### src/hw/rtl/clock_page_replacement_top_assert.svh
// assertion macros for the clock page replacement block
`ifndef CLOCK_PAGE_REPLACEMENT_TOP_ASSERT_SVH
`define CLOCK_PAGE_REPLACEMENT_TOP_ASSERT_SVH

// condition that must hold at every clock edge out of reset
`define CPR_ASSERT_ALWAYS(label, cond, msg) \
	label: assert property (@(posedge clk) disable iff (!arst_n) (cond)) \
		else $error(msg);

// implication checked on the same edge
`define CPR_ASSERT_IMPL(label, ante, cons, msg) \
	label: assert property (@(posedge clk) disable iff (!arst_n) (ante) |-> (cons)) \
		else $error(msg);

`endif

### src/hw/rtl/cpr_pkg.sv
// shared types and constants for the clock page replacement block
`timescale 1ns / 1ps

package cpr_pkg;

	localparam int FRAMES  = 16;
	localparam int IDX_W   = 4;
	localparam int PAGE_W  = 8;
	localparam int CFG_W   = 5;
	localparam int FAULT_W = 32;

	localparam logic [CFG_W-1:0] CFG_RESET = CFG_W'(FRAMES);

	typedef enum logic [3:0] {
		S_IDLE  = 4'b0001,
		S_SCAN  = 4'b0010,
		S_SWEEP = 4'b0100,
		S_EVICT = 4'b1000
	} state_t;

endpackage

### src/hw/rtl/cpr_ram.sv
// generic single write port ram with registered read
`timescale 1ns / 1ps

module cpr_ram #(
	parameter int WIDTH = 8,
	parameter int DEPTH = 16,
	parameter int AW    = (DEPTH < 2) ? 1 : $clog2(DEPTH)
) (
	input  logic             clk,
	input  logic             we,
	input  logic [AW-1:0]    waddr,
	input  logic [WIDTH-1:0] wdata,
	input  logic [AW-1:0]    raddr,
	output logic [WIDTH-1:0] rdata
);

	logic [WIDTH-1:0] mem_q [DEPTH];

	always_ff @(posedge clk) begin
		if (we) begin
			mem_q[waddr] <= wdata;
		end
		rdata <= mem_q[raddr];
	end

endmodule

### src/hw/rtl/clock_page_replacement_top.sv
// clock (second-chance) page replacement: sequencer, frame state and page ram
//
//   channel   | handshake          | beat contents
//   ----------+--------------------+-------------------------------------------------
//   reference | start / busy       | page, end_of_run
//   result    | done (one cycle)   | hit, frame_index, evicted_valid, evicted_page,
//             |                    | fault_count
//   config    | cfg_we             | frames_in_use
//
// a reference beat keeps busy high while the frames in use are scanned in order;
// a hit ends the scan early, at the frame that holds the page
// a replacement adds a sweep over the frames the hand visits (at most all frames in use
// plus one) and a read of the victim out of the page ram
// the single compare unit and the one read port of the page ram mean one frame at a time
// reset is asynchronous and clears valid and reference bits, hand, fault count and
// frames_in_use (to 16) at once; page ram contents are not cleared
// the result beat cannot be stalled: done is high for exactly one cycle
`timescale 1ns / 1ps
`include "clock_page_replacement_top_assert.svh"

module clock_page_replacement_top (
	input  logic                         clk,
	input  logic                         arst_n,
	// reference beat
	input  logic                         start,
	output logic                         busy,
	input  logic [cpr_pkg::PAGE_W-1:0]   page,
	input  logic                         end_of_run,
	// result beat
	output logic                         done,
	output logic                         hit,
	output logic [cpr_pkg::IDX_W-1:0]    frame_index,
	output logic                         evicted_valid,
	output logic [cpr_pkg::PAGE_W-1:0]   evicted_page,
	output logic [cpr_pkg::FAULT_W-1:0]  fault_count,
	// configuration
	input  logic                         cfg_we,
	input  logic [cpr_pkg::CFG_W-1:0]    frames_in_use
);

	import cpr_pkg::*;

	// sequencer and control
	state_t              state_q, state_d;
	logic [CFG_W-1:0]    cfg_q;
	logic [IDX_W-1:0]    n_last;          // highest frame index in use

	// latched reference
	logic [PAGE_W-1:0]   page_q;
	logic                eor_q;

	// frame state kept in flops
	logic [FRAMES-1:0]   valid_q;
	logic [FRAMES-1:0]   ref_q;
	logic [IDX_W-1:0]    hand_q;
	logic [FAULT_W-1:0]  faults_q;
	logic [FAULT_W-1:0]  fault_inc;

	// scan pipeline: issue address, then compare in the next cycle
	logic [IDX_W-1:0]    iss_q;
	logic                iss_end_q;
	logic                pend_q;
	logic [IDX_W-1:0]    pend_idx_q;
	logic                empty_seen_q;
	logic [IDX_W-1:0]    empty_idx_q;

	// page ram
	logic                ram_we;
	logic [IDX_W-1:0]    ram_waddr;
	logic [IDX_W-1:0]    ram_raddr;
	logic [PAGE_W-1:0]   ram_rdata;

	// compare unit and finish decode
	logic                cmp_hit;
	logic                pend_empty;
	logic                empty_now;
	logic [IDX_W-1:0]    empty_idx_now;
	logic                scan_last;
	logic                fin;
	logic                fin_hit;
	logic [IDX_W-1:0]    fin_slot;
	logic                fin_evict;
	logic [PAGE_W-1:0]   fin_old;

	// result registers
	logic                done_q;
	logic                hit_q;
	logic [IDX_W-1:0]    frame_index_q;
	logic                evicted_valid_q;
	logic [PAGE_W-1:0]   evicted_page_q;
	logic [FAULT_W-1:0]  fault_count_q;

	// out-of-range frame counts clamp to 1 .. FRAMES
	always_comb begin
		priority if (cfg_q == '0) begin
			n_last = '0;
		end else if (cfg_q > CFG_W'(FRAMES)) begin
			n_last = IDX_W'(FRAMES - 1);
		end else begin
			n_last = IDX_W'(cfg_q - CFG_W'(1));
		end
	end

	// saturating fault increment
	assign fault_inc = (faults_q == '1) ? faults_q : faults_q + FAULT_W'(1);

	// shared compare on the page read back for the pending frame
	assign pend_empty    = pend_q && !valid_q[pend_idx_q];
	assign cmp_hit       = pend_q && valid_q[pend_idx_q] && (ram_rdata == page_q);
	assign empty_now     = empty_seen_q || pend_empty;
	assign empty_idx_now = empty_seen_q ? empty_idx_q : pend_idx_q;
	assign scan_last     = pend_q && (pend_idx_q == n_last);

	// ram reads the scan index while scanning, else the frame under the hand
	assign ram_raddr = (state_q == S_SCAN) ? iss_q : hand_q;

	always_comb begin
		state_d   = state_q;
		fin       = 1'b0;
		fin_hit   = 1'b0;
		fin_slot  = hand_q;
		fin_evict = 1'b0;
		fin_old   = '0;
		ram_we    = 1'b0;
		ram_waddr = hand_q;
		unique case (state_q)
			S_IDLE: begin
				if (start) begin
					state_d = S_SCAN;
				end
			end
			S_SCAN: begin
				if (cmp_hit) begin
					// resident: only the reference bit changes
					fin      = 1'b1;
					fin_hit  = 1'b1;
					fin_slot = pend_idx_q;
				end else if (scan_last) begin
					if (empty_now) begin
						// fill lowest empty frame
						fin       = 1'b1;
						fin_slot  = empty_idx_now;
						ram_we    = 1'b1;
						ram_waddr = empty_idx_now;
					end else begin
						state_d = S_SWEEP;
					end
				end
			end
			S_SWEEP: begin
				// victim page is read this cycle, returned in evict
				if (!ref_q[hand_q]) begin
					state_d = S_EVICT;
				end
			end
			S_EVICT: begin
				fin       = 1'b1;
				fin_slot  = hand_q;
				fin_evict = 1'b1;
				fin_old   = ram_rdata;
				ram_we    = 1'b1;
				ram_waddr = hand_q;
			end
			default: begin
				state_d = S_IDLE;
			end
		endcase
		if (fin) begin
			state_d = S_IDLE;
		end
	end

	always_ff @(posedge clk or negedge arst_n) begin
		if (!arst_n) begin
			state_q      <= S_IDLE;
			cfg_q        <= CFG_RESET;
			valid_q      <= '0;
			ref_q        <= '0;
			hand_q       <= '0;
			faults_q     <= '0;
			iss_q        <= '0;
			iss_end_q    <= 1'b0;
			pend_q       <= 1'b0;
			pend_idx_q   <= '0;
			empty_seen_q <= 1'b0;
			empty_idx_q  <= '0;
			done_q       <= 1'b0;
		end else begin
			state_q <= state_d;
			done_q  <= fin;

			if (cfg_we) begin
				cfg_q <= frames_in_use;
			end

			// accept a reference beat
			if (state_q == S_IDLE && start) begin
				iss_q        <= '0;
				iss_end_q    <= 1'b0;
				pend_q       <= 1'b0;
				empty_seen_q <= 1'b0;
			end

			if (state_q == S_SCAN) begin
				// issue side
				if (!iss_end_q) begin
					pend_q     <= 1'b1;
					pend_idx_q <= iss_q;
					if (iss_q == n_last) begin
						iss_end_q <= 1'b1;
					end else begin
						iss_q <= iss_q + IDX_W'(1);
					end
				end else begin
					pend_q <= 1'b0;
				end
				// remember the lowest empty frame
				if (pend_empty && !empty_seen_q) begin
					empty_seen_q <= 1'b1;
					empty_idx_q  <= pend_idx_q;
				end
				// hand outside the frames in use wraps before the sweep
				if (scan_last && !cmp_hit && !empty_now && hand_q > n_last) begin
					hand_q <= '0;
				end
			end

			// second chance: clear the bit and move on
			if (state_q == S_SWEEP && ref_q[hand_q]) begin
				ref_q[hand_q] <= 1'b0;
				hand_q        <= (hand_q == n_last) ? '0 : hand_q + IDX_W'(1);
			end

			if (fin) begin
				// end of run clears valid and reference bits, hand and fault count after this beat
				if (eor_q) begin
					valid_q  <= '0;
					ref_q    <= '0;
					hand_q   <= '0;
					faults_q <= '0;
				end else begin
					ref_q[fin_slot] <= 1'b1;
					if (!fin_hit) begin
						valid_q[fin_slot] <= 1'b1;
						faults_q          <= fault_inc;
					end
				end
			end
		end
	end

	// payload registers
	always_ff @(posedge clk) begin
		if (state_q == S_IDLE && start) begin
			page_q <= page;
			eor_q  <= end_of_run;
		end
		if (fin) begin
			hit_q           <= fin_hit;
			frame_index_q   <= fin_slot;
			evicted_valid_q <= fin_evict;
			evicted_page_q  <= fin_old;
			fault_count_q   <= fin_hit ? faults_q : fault_inc;
		end
	end

	cpr_ram #(
		.WIDTH (PAGE_W),
		.DEPTH (FRAMES)
	) u_page_ram (
		.clk   (clk),
		.we    (ram_we),
		.waddr (ram_waddr),
		.wdata (page_q),
		.raddr (ram_raddr),
		.rdata (ram_rdata)
	);

	assign busy          = (state_q != S_IDLE);
	assign done          = done_q;
	assign hit           = hit_q;
	assign frame_index   = frame_index_q;
	assign evicted_valid = evicted_valid_q;
	assign evicted_page  = evicted_page_q;
	assign fault_count   = fault_count_q;

	// a result beat always closes a busy stretch
	`CPR_ASSERT_IMPL(a_done_after_busy, done, $past(busy), "result beat without a prior busy cycle")
	// a replacement is never reported as a hit
	`CPR_ASSERT_IMPL(a_evict_not_hit, done && evicted_valid, !hit, "eviction flagged on a hit")
	// a fault always leaves a nonzero count
	`CPR_ASSERT_IMPL(a_fault_counted, done && !hit, fault_count != '0, "fault with zero count")
	// the reported frame lies within the frames in use
	`CPR_ASSERT_IMPL(a_slot_in_range, done, frame_index <= n_last, "frame index beyond frames in use")

endmodule

### config.mk
export PLATFORM = sky130hd
export DESIGN_NAME = clock_page_replacement_top
export DESIGN_NICKNAME = d
export VERILOG_FILES = /design/src/hw/rtl/cpr_pkg.sv /design/src/hw/rtl/cpr_ram.sv /design/src/hw/rtl/clock_page_replacement_top.sv
export VERILOG_INCLUDE_DIRS = /design/src /design/src/hw/rtl
export SDC_FILE = /design/constraint.sdc
export NUM_CORES = 1
export LEC_CHECK = 0
export ABC_AREA = 1
export BUFFER_PORTS_ARGS = -buffer_cell sky130_fd_sc_hd__buf_2
export CAP_MARGIN = 25
export CORE_MARGIN = 4
export CORE_UTILIZATION = 34
export CTS_CLUSTER_SIZE = 20
export DETAILED_ROUTE_END_ITERATION = 7
export HOLD_SLACK_MARGIN = 0.15
export SLEW_MARGIN = 20
export SYNTH_ARGS = -nofsm -noshare
export SYNTH_HDL_FRONTEND = slang
export SYNTH_SLANG_ARGS = --single-unit
### constraint.sdc
create_clock -name clk -period 5.6 [get_ports clk]
set_clock_uncertainty 0.15 [all_clocks]
set_input_delay 0.28 -clock clk [delete_from_list [all_inputs] [get_ports clk]]
set_output_delay 0.28 -clock clk [all_outputs]
set_load 0.01 [all_outputs]
==> impl_metrics.prom <==
# TYPE chip_impl_metric gauge
chip_impl_info{name="outcome",value="finished, final reports clean"} 1
chip_impl_info{name="synth-main-ff-cell",value="edfxtp_1"} 1
chip_impl_info{name="worst_path_max_delay_cell",value="edfxtp_1"} 1
chip_impl_metric{name="vias_per_cell",unit=""} 5.060
chip_impl_metric{name="place_worst_setup_slack",unit="ps"} 1495
chip_impl_metric{name="relSlewSlack",unit="%"} 34.42
chip_impl_metric{name="cp_data_arrival_time",unit="ps"} 4430
chip_impl_metric{name="tritoncts_num_sinks",unit=""} 284
chip_impl_metric{name="cellPowerDensity",unit="mW/mm2"} 365.4
chip_impl_metric{name="place.port_buffers",unit=""} 65
chip_impl_metric{name="timing.critical_path.buf_inv",unit=""} 3
chip_impl_metric{name="post_cts.resized_instances",unit=""} 0
chip_impl_metric{name="routed_vias",unit=""} 9706
chip_impl_metric{name="fin_crit_sh",unit="%"} 72.82
chip_impl_metric{name="gp_congestion",unit=""} 0.9087
chip_impl_metric{name="postCtsSetupBuffers",unit=""} 0
chip_impl_metric{name="layout-drive-gt1-share",unit="%"} 12.79
chip_impl_metric{name="clk_pin_slew_worst_paths",unit="ps"} 60
chip_impl_metric{name="drt_drc_violations_left",unit=""} 0
chip_impl_metric{name="instances_no_fill",unit=""} 1918
chip_impl_info{name="cp_common_cell",value="nand3_1"} 1
chip_impl_metric{name="nNetsFinal",unit=""} 1414
chip_impl_metric{name="setup_slack",unit="ps"} 1522
chip_impl_metric{name="drt-total-wl",unit="um"} 33300
chip_impl_info{name="hold_path_class",value="primary input to flop"} 1
chip_impl_metric{name="critical_path.max_stage_delay",unit="ps"} 600
chip_impl_metric{name="synthCells",unit=""} 1292
chip_impl_metric{name="postLayoutCellArea",unit="mm2"} 0.01530
chip_impl_metric{name="async_reset_ff_share",unit="%"} 32.75
chip_impl_metric{name="maxSlewViolCount",unit=""} 0
chip_impl_metric{name="ir_worst_vdd",unit="mV"} 0.2442
chip_impl_metric{name="numCtsBuffers",unit=""} 31
chip_impl_metric{name="ys_types",unit=""} 50
chip_impl_metric{name="die_area",unit="mm2"} 0.04186
chip_impl_metric{name="pwr-share-comb",unit="%"} 18.7
chip_impl_metric{name="grt-ovfl-total",unit=""} 0
chip_impl_metric{name="start_util",unit="%"} 34.64
chip_impl_metric{name="internal_power",unit="W"} 0.003901
chip_impl_metric{name="cts-root-to-sink-buffers",unit=""} 3
chip_impl_metric{name="synth_edf_count",unit=""} 183
chip_impl_metric{name="drt_pass1_iterations",unit=""} 5
chip_impl_metric{name="synth_sequential_area_ratio",unit="%"} 60.76
chip_impl_info{name="timing.critical_path.from_type",value="flop"} 1
chip_impl_metric{name="dp_hpwl",unit="um"} 22100
chip_impl_metric{name="grt_usage",unit="%"} 15.64
chip_impl_info{name="tritoncts",value="built"} 1
chip_impl_metric{name="static-leakage-power",unit="nW"} 6.202
chip_impl_metric{name="synth.ff_latch_count",unit=""} 284
chip_impl_metric{name="dp_cells",unit=""} 1834
chip_impl_metric{name="syn_to_final_growth",unit="%"} 16.42
chip_impl_metric{name="drt.antenna.violating_nets",unit=""} 0
chip_impl_metric{name="netSwitchingPower",unit="W"} 0.001689
chip_impl_metric{name="max_clock_freq",unit="MHz"} 245.2
chip_impl_metric{name="totalNegativeSetupSlack",unit="ps"} 0
chip_impl_info{name="synth_largest_area_cell",value="edfxtp_1"} 1
chip_impl_metric{name="avgSynthCellArea",unit="um2"} 10.17
chip_impl_metric{name="drtIter0Drc",unit=""} 944
chip_impl_info{name="crit_chain",value="xnor2_1 > nand3_1 > nor3_1 > nand2_4 > nor2_8 > inv_4 > nand3_4 > nand2_1 > inv_2 > nor2_1 > inv_1 > nand3_1 > a21oi_1"} 1
chip_impl_metric{name="synth_top_cell_area_share",unit="%"} 41.82
chip_impl_metric{name="num_io_pins",unit=""} 66
chip_impl_metric{name="grt_first_pass_wirelength",unit="um"} 52090
chip_impl_info{name="cts_root_buf",value="clkbuf_16"} 1
chip_impl_metric{name="totalPowerFinal",unit="W"} 0.005591
chip_impl_metric{name="worstPathMaxFanout",unit=""} 51
chip_impl_metric{name="max_cap_viol_count",unit=""} 0
chip_impl_info{name="critPathCaptureType",value="flop"} 1
chip_impl_info{name="mostFrequentLayoutCell",value="edfxtp_1"} 1
chip_impl_metric{name="worst_skew_pair.late_latency",unit="ps"} 580
chip_impl_metric{name="worstPathRequired",unit="ps"} 5950
chip_impl_metric{name="synthesis.area",unit="mm2"} 0.01314
chip_impl_metric{name="clock_power_share",unit="%"} 35.4
chip_impl_info{name="yosys-top-cells-area",value="edfxtp_1 (42%), dfrtp_1 (17%), nand2_1 (5.0%)"} 1
chip_impl_metric{name="final-setup-viol-count",unit=""} 0
chip_impl_info{name="timing.setup.critical_path_class",value="flop to flop"} 1
chip_impl_info{name="most-common-layout-cells",value="edfxtp_1 (183), nand2_1 (174), inv_1 (157)"} 1
chip_impl_metric{name="design.core.area",unit="mm2"} 0.03793
chip_impl_metric{name="ys.warnings.count",unit=""} 0
chip_impl_metric{name="pwr-share-seq",unit="%"} 45.9
chip_impl_metric{name="power_switching_share",unit="%"} 30.22
chip_impl_metric{name="layout_min_cycle_time",unit="ps"} 4078
chip_impl_metric{name="grt_max_degree",unit=""} 65
chip_impl_metric{name="die_width",unit="um"} 204.6
chip_impl_info{name="crit_family",value="simple AND/OR/NAND/NOR gates"} 1
chip_impl_metric{name="dieHeight",unit="um"} 204.6
chip_impl_metric{name="syn-num-nets",unit=""} 1321
chip_impl_metric{name="grt_pass1_vias",unit=""} 9173
chip_impl_metric{name="tightest_slew",unit="ps"} 980.1
chip_impl_metric{name="dpl_cell_area",unit="mm2"} 0.01401
chip_impl_metric{name="antenna_violations_before_repair",unit=""} 0
chip_impl_metric{name="diodes_inserted",unit=""} 0
chip_impl_metric{name="wl_per_cell",unit="um"} 17.36
chip_impl_metric{name="placement_rows",unit=""} 71
chip_impl_metric{name="final_hold_viol_count",unit=""} 0
chip_impl_metric{name="htree_levels",unit=""} 1
chip_impl_info{name="unrepaired_setup_endpoints_after_global_routing",value="false"} 1
==> cells by family after synthesis <==
logic type	Yosys count	share of synthesized area, %
xor+xnor	37	2.466
flops	284	60.76
mux	17	1.295
simple gates	488	16.77
fa+ha+maj	11	1.047
compound gates	239	11.07
buf+inv	216	6.589
==> timing repair <==
action	in CTS	in global routing
setup endpoints to repair	0	0
endpoints found under the hold margin	51	0
hold buffers	28	0
==> final cells by class <==
| cell class | instances | area [um2] |
|---|---|---|
| fillers | 3702 | 22630 |
| inverters | 168 | 635.6 |
| clock buffers | 40 | 809.5 |
| clock inverters | 15 | 163.9 |
| multi-input cells | 792 | 4308 |
| repair buffers | 108 | 758.2 |
| flip-flops and latches | 284 | 7985 |
| well taps | 511 | 639.4 |
==> worst paths after layout <==
check	start	end	slack [ps]	cells after the start
worst min register to register	empty_idx_q[3]	empty_idx_q[3]	340	2
min in group asynchronous	arst_n	cfg_q[4]	590	3
worst max-delay path	page_q[7]	valid_q[1]	1520	13
worst max register to register	page_q[7]	valid_q[1]	1520	13
max in group asynchronous	arst_n	done	3930	4
worst min-delay path	page[0]	page_q[0]	270	2
==> registers in the layout, indices dropped and copies added, names as in the netlist, 5 cells and up <==
register and flops:
cfg_q 5, fault_count 32, page_q 8, u_page_ram.rdata 8, valid_q 16, u_page_ram.mem_q 128, evicted_page 8, faults_q 32
ref_q 16
==> cell usage after synthesis, drive strengths merged, types with 6 or more instances <==
cell,instances
edfxtp,183
nand2,179
inv,167
nor2,157
o21ai,121
nand3,93
dfrtp,91
o22ai,42
a21oi,40
nor3,33
xor2,33
buf,25
clkbuf,23
mux2i,17
nand4,15
o221ai,15
ha,11
dfxtp,8
nor4,6
o31ai,6
o32ai,6
==> power by group through the flow <==
| stage | combinational, W | clock (W) | sequential (W) |
|---|---|---|---|
| floorplan | 0.000767 | 0 | 0.00253 |
| global placement | 0.00101 | 0 | 0.00261 |
| detailed placement | 0.00102 | 0 | 0.00261 |
| CTS | 0.00104 | 0.00202 | 0.00257 |
| global route | 0.00117 | 0.00211 | 0.00259 |
| finish | 0.00105 | 0.00198 | 0.00257 |
==> per-stage QoR <==
| step | utilization, % | hold slack, ps |
|---|---|---|
| after CTS | 40.25 | 231.0 |
| after floorplan | - | -165.6 |
| final | 40.33 | 265.8 |
| after global routing | 40.33 | 260.4 |
| after detailed placement | 36.92 | 110.5 |
| after global placement | 36.86 | 109.6 |
==> routing by layer <==
layer	GRT usage, %	share of wire (%)
met5	0	0
met4	4.547	2.7
met3	2.343	6.1
met2	23.85	45
met1	23.20	46
No activity file was read; power rests on OpenSTA's default activity.
